File: src/rtl/core/glp_pkg.sv
package glp_pkg;

  // Default geometry of the two stores
  localparam int LOOP_ADDR_BITS   = 18;
  localparam int WINDOW_ADDR_BITS = 11;

  // Fixed field widths
  localparam int SAMPLE_W = 24;
  localparam int POS_W    = 16;
  localparam int COEF_W   = 16;
  localparam int GAIN_W   = 16;
  localparam int GLEN_W   = 12;
  localparam int GCNT_W   = 11;
  localparam int CFG_IDX_W  = 2;
  localparam int CFG_DATA_W = 16;

  localparam logic [GAIN_W-1:0] Q15_ONE   = 16'd32768;
  localparam logic [GLEN_W-1:0] MAX_GRAIN = 12'd2048;

  // Register indexes of the configuration port
  localparam logic [CFG_IDX_W-1:0] CFG_RECORD_ENABLE = 2'd0;
  localparam logic [CFG_IDX_W-1:0] CFG_MIX_GAIN      = 2'd1;
  localparam logic [CFG_IDX_W-1:0] CFG_GRAIN_LENGTH  = 2'd2;

  // Input opcodes
  localparam logic OP_AUDIO       = 1'b0;
  localparam logic OP_WINDOW_LOAD = 1'b1;

  // Stage enables from the sequencer to the arithmetic pipe
  typedef struct packed {
    logic mul_en;
    logic mix_en;
  } glp_ctrl_t;

endpackage

File: src/rtl/core/glp_mix.sv
module glp_mix (
  input  logic                                 clk,
  input  glp_pkg::glp_ctrl_t                   ctrl,
  input  logic signed [glp_pkg::SAMPLE_W-1:0]  loop_sample,
  input  logic [glp_pkg::COEF_W-1:0]           win_word,
  input  logic signed [glp_pkg::SAMPLE_W-1:0]  dry,
  input  logic [glp_pkg::GAIN_W-1:0]           gain,
  output logic signed [glp_pkg::SAMPLE_W-1:0]  result
);

  localparam int WPROD_W = glp_pkg::SAMPLE_W + glp_pkg::COEF_W + 1;
  localparam int WET_W   = glp_pkg::SAMPLE_W + 1;
  localparam int G_W     = glp_pkg::GAIN_W + 1;
  localparam int PW_W    = WET_W + G_W;
  localparam int SUM_W   = PW_W + 1;
  localparam int SH_W    = SUM_W - 15;
  localparam logic signed [SH_W-1:0] SAT_MAX = SH_W'(8388607);
  localparam logic signed [SH_W-1:0] SAT_MIN = -SH_W'(8388608);

  logic signed [WPROD_W-1:0] wet_prod;
  logic signed [PW_W-1:0]    p_wet;
  logic signed [PW_W-1:0]    p_dry;
  logic signed [WET_W-1:0]   wet;
  logic signed [G_W-1:0]     g_wet;
  logic signed [G_W-1:0]     g_dry;
  logic signed [SUM_W-1:0]   sum;
  logic signed [SH_W-1:0]    scaled;

  // Arithmetic shift is floor division by 2^15
  assign wet   = WET_W'(wet_prod >>> 15);
  assign g_wet = signed'({1'b0, gain});
  assign g_dry = signed'({1'b0, glp_pkg::Q15_ONE - gain});

  always_ff @(posedge clk) begin
    if (ctrl.mul_en) begin
      wet_prod <= WPROD_W'(loop_sample) * signed'(WPROD_W'({1'b0, win_word}));
    end
    if (ctrl.mix_en) begin
      p_wet <= PW_W'(wet) * PW_W'(g_wet);
      p_dry <= PW_W'(dry) * PW_W'(g_dry);
    end
  end

  assign sum    = SUM_W'(p_wet) + SUM_W'(p_dry);
  assign scaled = SH_W'(sum >>> 15);

  always_comb begin
    if (scaled > SAT_MAX) begin
      result = glp_pkg::SAMPLE_W'(SAT_MAX);
    end else if (scaled < SAT_MIN) begin
      result = glp_pkg::SAMPLE_W'(SAT_MIN);
    end else begin
      result = glp_pkg::SAMPLE_W'(scaled);
    end
  end

endmodule

File: config.mk
export PLATFORM = sky130hd
export DESIGN_NAME = glp_mix
export DESIGN_NICKNAME = d
export VERILOG_FILES = /design/src/rtl/core/glp_pkg.sv /design/src/rtl/core/glp_mix.sv
export SDC_FILE = /design/constraint.sdc
export NUM_CORES = 2
export LEC_CHECK = 0
export ABC_AREA = 1
export ABC_CLOCK_PERIOD_IN_PS = 9700
export BUFFER_PORTS_ARGS = -buffer_cell sky130_fd_sc_hd__buf_2
export CAP_MARGIN = 20
export CORE_ASPECT_RATIO = 1.75
export CORE_MARGIN = 1
export CORE_UTILIZATION = 34
export DETAILED_ROUTE_END_ITERATION = 8
export HOLD_SLACK_MARGIN = 0.05
export PLACE_DENSITY = 0.46
export SETUP_SLACK_MARGIN = 0.2
export SLEW_MARGIN = 5
export SYNTH_ARGS = -nofsm -noshare
export SYNTH_HDL_FRONTEND = slang
export SYNTH_SLANG_ARGS = --single-unit
File: constraint.sdc
create_clock -name clk -period 9.7 [get_ports clk]
set_clock_uncertainty 0.15 [all_clocks]
set_input_delay 0.485 -clock clk [delete_from_list [all_inputs] [get_ports clk]]
set_output_delay 0.485 -clock clk [all_outputs]
set_load 0.01 [all_outputs]
Yosys cells after proc, flatten, opt, wreduce, memory -nomap -nowiden
Cells that the tools add are included.
- $add $sub $neg: 2
- magnitude comparators: 2
- multiplexer cells: 2
- $mul: 3
- operators with widths (cell ; number):
    $mux 24 ; 2
    $add 42x41->43 ; 1
    $mul 25x17->42 ; 1
    $mul 24x17->41 ; 1
    $mul 24x17->40 ; 1
    $gt 28x24->1 const B ; 1
    $lt 28x24->1 const B ; 1
    $sub 16x16->16 const A ; 1
- input port bits: 83
- register bits after elaboration: 123
- output and inout bits: 24
- logic and storage cells: 12

Logic depth before layout (Yosys ltp)
- depth after elaboration: 4
- mapped depth: 37
- depth with buffers taken out: 34

Worst setup path after synthesis
Ideal clock, no wire load.
- kind: input to register
- start: in gain[0] in the netlist's numbering
- end: reg p_dry[39], data pin
- required time: 9.292 ns
- setup time: 0.258 ns
- arrival time: 6.736 ns
- stages: 25
- buffers on the path: 2
- path slack: 2.556 ns
- cell sequence: buf_2 clkbuf_1 inv_1 ha_1 xnor2_1 inv_1 nor2_1 fa_1 fa_1 fa_1 fa_1 fa_1 inv_1 fa_1 inv_1 ha_1 nand2_1 nor2_1 inv_1 nor4_1 nand3_1 nand3_1 nand2_1 nand2_1 xor2_1
- cells in the longest elaborated chain, start to end: 2
- ends and longest elaborated chain (what ; RTL line ; RTL):
    start, declared ; glp_mix.sv:7 ; input logic [glp_pkg::GAIN_W-1:0] gain,
    $sub 16x16->16 ; glp_mix.sv:32 ; assign g_dry = signed'({1'b0, glp_pkg::Q15_ONE - gain});
    $mul 24x17->41 ; glp_mix.sv:40 ; p_dry <= PW_W'(dry) * PW_W'(g_dry);
    end signal, assigned ; glp_mix.sv:40 ;
    end, declared ; glp_mix.sv:22 ; logic signed [PW_W-1:0] p_dry;
No other way between the ends.
A chain may end at the register's enable or synchronous reset.

Worst setup path in the final report
- start: in gain[0] in the netlist's numbering
- end: reg p_dry[38], data pin
The elaborated chain is that of the path after synthesis.

==> flow_metrics.env <==
export IMPL_ioPinCount=107
export IMPL_syn_cell_area_um2=49900
export IMPL_vias=38600
export IMPL_ys_seq_area_frac=0.0650
export IMPL_drt_total_wl_um=162000
export IMPL_end_kind="register"
export IMPL_synth_ff_type="edfxtp_1"
export IMPL_path_buf_inv=6
export IMPL_syn_nets=7893
export IMPL_tightestPinTransition_ns=1.15
export IMPL_core_um2=145000
export IMPL_synth_area_per_cell_um2=7.89
export IMPL_cts_num_sinks=108
export IMPL_cts_htree_levels=3
export IMPL_crit_top_cell="fa_1"
export IMPL_area_growth_pct=5.11
export IMPL_arrival_ns=8.14
export IMPL_finalNetCount=7814
export IMPL_hpwl_um=140000
export IMPL_drcViolationCount=0
export IMPL_slowest_delay_ns=0.90
export IMPL_grt_pass1_wl_um=252000
export IMPL_place_inst=8110
export IMPL_period_needed_ns=8.14
export IMPL_cts_root_buf="clkbuf_16"
export IMPL_worstSetupPathDepth=29
export IMPL_whs_ns=0.329
export IMPL_die_h_um=509
export IMPL_crit_slowest_cell="xor2_2"
export IMPL_grt_overflow_total=0
export IMPL_yosys_area_top_type="fa_1"
export IMPL_crit_family="adder cells"
export IMPL_clock_latency_ns=0.40
export IMPL_wire_per_inst_um=19.9
export IMPL_synth_cells=6330
export IMPL_grt_max_degree=68
export IMPL_start_kind="primary input"
export IMPL_cts_tree="done"
export IMPL_dieArea_um2=148000
export IMPL_cts_buffers=9
export IMPL_core_rowCount=185
export IMPL_port_buffers=106
export IMPL_finalSetupViolCount=0
export IMPL_drv_slew=0
export IMPL_crit_type="in2reg"
export IMPL_synth_top_area_frac=0.456
export IMPL_crit_required_ns=9.70
export IMPL_grt_usage=0.226
export IMPL_ctsHoldBuffers=0
export IMPL_die_w_um=292
export IMPL_finalHoldViolations=0
export IMPL_clk_pin_slew_ns=0.08
export IMPL_setup_tns_ns=0
export IMPL_drt_initial_drc_count=1683
export IMPL_viasPerCell=4.74
export IMPL_clockBufferDepth=2
export IMPL_dr_pass1_iters=5
export IMPL_timing_fmax_ghz=0.123
export IMPL_fin_crit_sh=0.840
export IMPL_status="completed"
export IMPL_grt_setup_unrepaired="false"
export IMPL_post_cts_resized=0
export IMPL_drive_above_1_share=0.0310
export IMPL_cts_setup_buffers=0
export IMPL_crit_fanout=22
export IMPL_globalplace_congestion=0.917
export IMPL_ys_seq_elements=108
export IMPL_maxCapViolCount=0
export IMPL_final_cells=8131
export IMPL_antenna_found_initial=24
export IMPL_slew_headroom=0.235
export IMPL_async_flop_share=0
export IMPL_hold_depth=1
export IMPL_hold_class="in2reg"
export IMPL_synth_cell_type_count=45
export IMPL_synth_area_top_cells="fa_1 (46%), inv_1 (14%), nand2_1 (12%)"
export IMPL_initial_core_util=0.343
export IMPL_ys_warnings_count=0
export IMPL_grt_pass1_vias=43700
export IMPL_synth_edf_count=108
export IMPL_reg2reg_depth=20
export IMPL_drtAntennaViolNets=0
==> sequential cells by signal (all words and copies together), names as in the netlist <==
signal	count
wet_prod	25
p_dry	41
p_wet	42
==> worst register-to-register path: stages, from the launching register on <==
cell,delay (ns)
edfxtp_1,1.04
nand2_1,0.21
fa_1,0.58
inv_1,0.05
fa_1,0.53
inv_1,0.05
fa_1,0.48
fa_1,0.55
inv_1,0.05
fa_1,0.51
fa_1,0.43
ha_1,0.37
nand2_1,0.12
nor2_1,0.15
nand4_1,0.20
nor2_1,0.16
nor2_1,0.11
o21bai_1,0.24
nand4_1,0.12
nand2_1,0.09
xor2_1,0.82
==> synth_stat cells (10+ instances only) <==
master / n
buf_2: 10
edfxtp_1: 108
a21boi_0: 14
nand2_1: 1560
ha_1: 342
xnor2_1: 55
a21o_1: 16
nor2_2: 22
nor2_1: 375
nor3_1: 21
o21ai_0: 72
clkbuf_1: 205
a21oi_1: 153
o21bai_1: 32
nor4_1: 15
a31oi_1: 25
nand4_1: 23
fa_1: 1138
inv_1: 1892
nand3_1: 96
o21a_1: 11
xor2_1: 86
==> final timing paths <==
kind | slack [ns] | start | end
setup / recovery | 1.56 | gain[0] | p_dry[38]$_DFFE_PP_
hold / removal | 0.33 | ctrl[0] | p_wet[34]$_DFFE_PP_
setup reg to reg | 2.35 | wet_prod[25]$_DFFE_PP_ | p_wet[34]$_DFFE_PP_
hold reg to reg | 0.69 | wet_prod[15]$_DFFE_PP_ | p_wet[0]$_DFFE_PP_
==> layout make-up <==
class | count | area, um^2
timing repair buffer | 138 | 773
tap | 1870 | 2340
clock inverter | 6 | 82.6
fill | 15500 | 92900
clock buffer | 10 | 229
antenna | 5 | 12.5
inverter | 1903 | 7140
multi-input combinational | 4091 | 38600
sequential | 108 | 3240
==> logic make-up after synthesis <==
family                     count (synthesis)  share of synthesized area
xor gates and xnor gates                 141                     0.0247
and+or+nand+nor                         2133                      0.168
DFF                                      108                     0.0650
adders and majority gates               1480                      0.542
buffers and inverters                   2131                      0.161
AOI/OAI and AO/OA                        337                     0.0392
==> routing by layer <==
layer,vias to the layer above,GRT usage,wire [um],share of wire
met2,695,0.464,93100,0.58
met3,270,0.0189,4870,0.030
li1,17800,-,-,-
met1,19800,0.230,57000,0.35
met4,32,0.0844,6590,0.041
met5,-,0,210,0.0013
==> cells in the final DEF (no fill, tap or decap), types with 2 or more instances in the layout <==
master     synthesis  layout
a21boi_0          14      14
a21o_1            16      16
a21oi_1          153     153
a31oi_1           25      25
and2_1             3       3
and3_1             4       4
buf_2             10     105
buf_4              3      33
clkbuf_16          0       9
clkinv_1           9       9
diode_2            0       5
edfxtp_1         108     108
fa_1            1138    1138
ha_1             342     342
inv_1           1892    1892
inv_2              2       2
nand2_1         1560    1560
nand2_2            5       5
nand3_1           96      96
nand3b_1           2       2
nand4_1           23      23
nor2_1           375     375
nor2_2            22      22
nor2_4             2       2
nor3_1            21      21
nor4_1            15      15
o211ai_1           4       4
o21a_1            11      11
o21ai_0           72      72
o21bai_1          32      32
o221ai_1           3       3
or2_2              3       3
xnor2_1           55      54
xor2_1            86      85
==> through the flow <==
step                 util  cell area [um^2]  worst slack (ns)
detailed placement  0.359             52100              1.16
floorplan               -             49900              2.56
CTS                 0.361             52500              1.59
finish              0.361             52500              1.56
global placement    0.359             52100              1.11
global route        0.361             52500              1.18
Power is not shown: default switching activity piles up to over one toggle a cycle in this logic, so the estimate is an artifact.
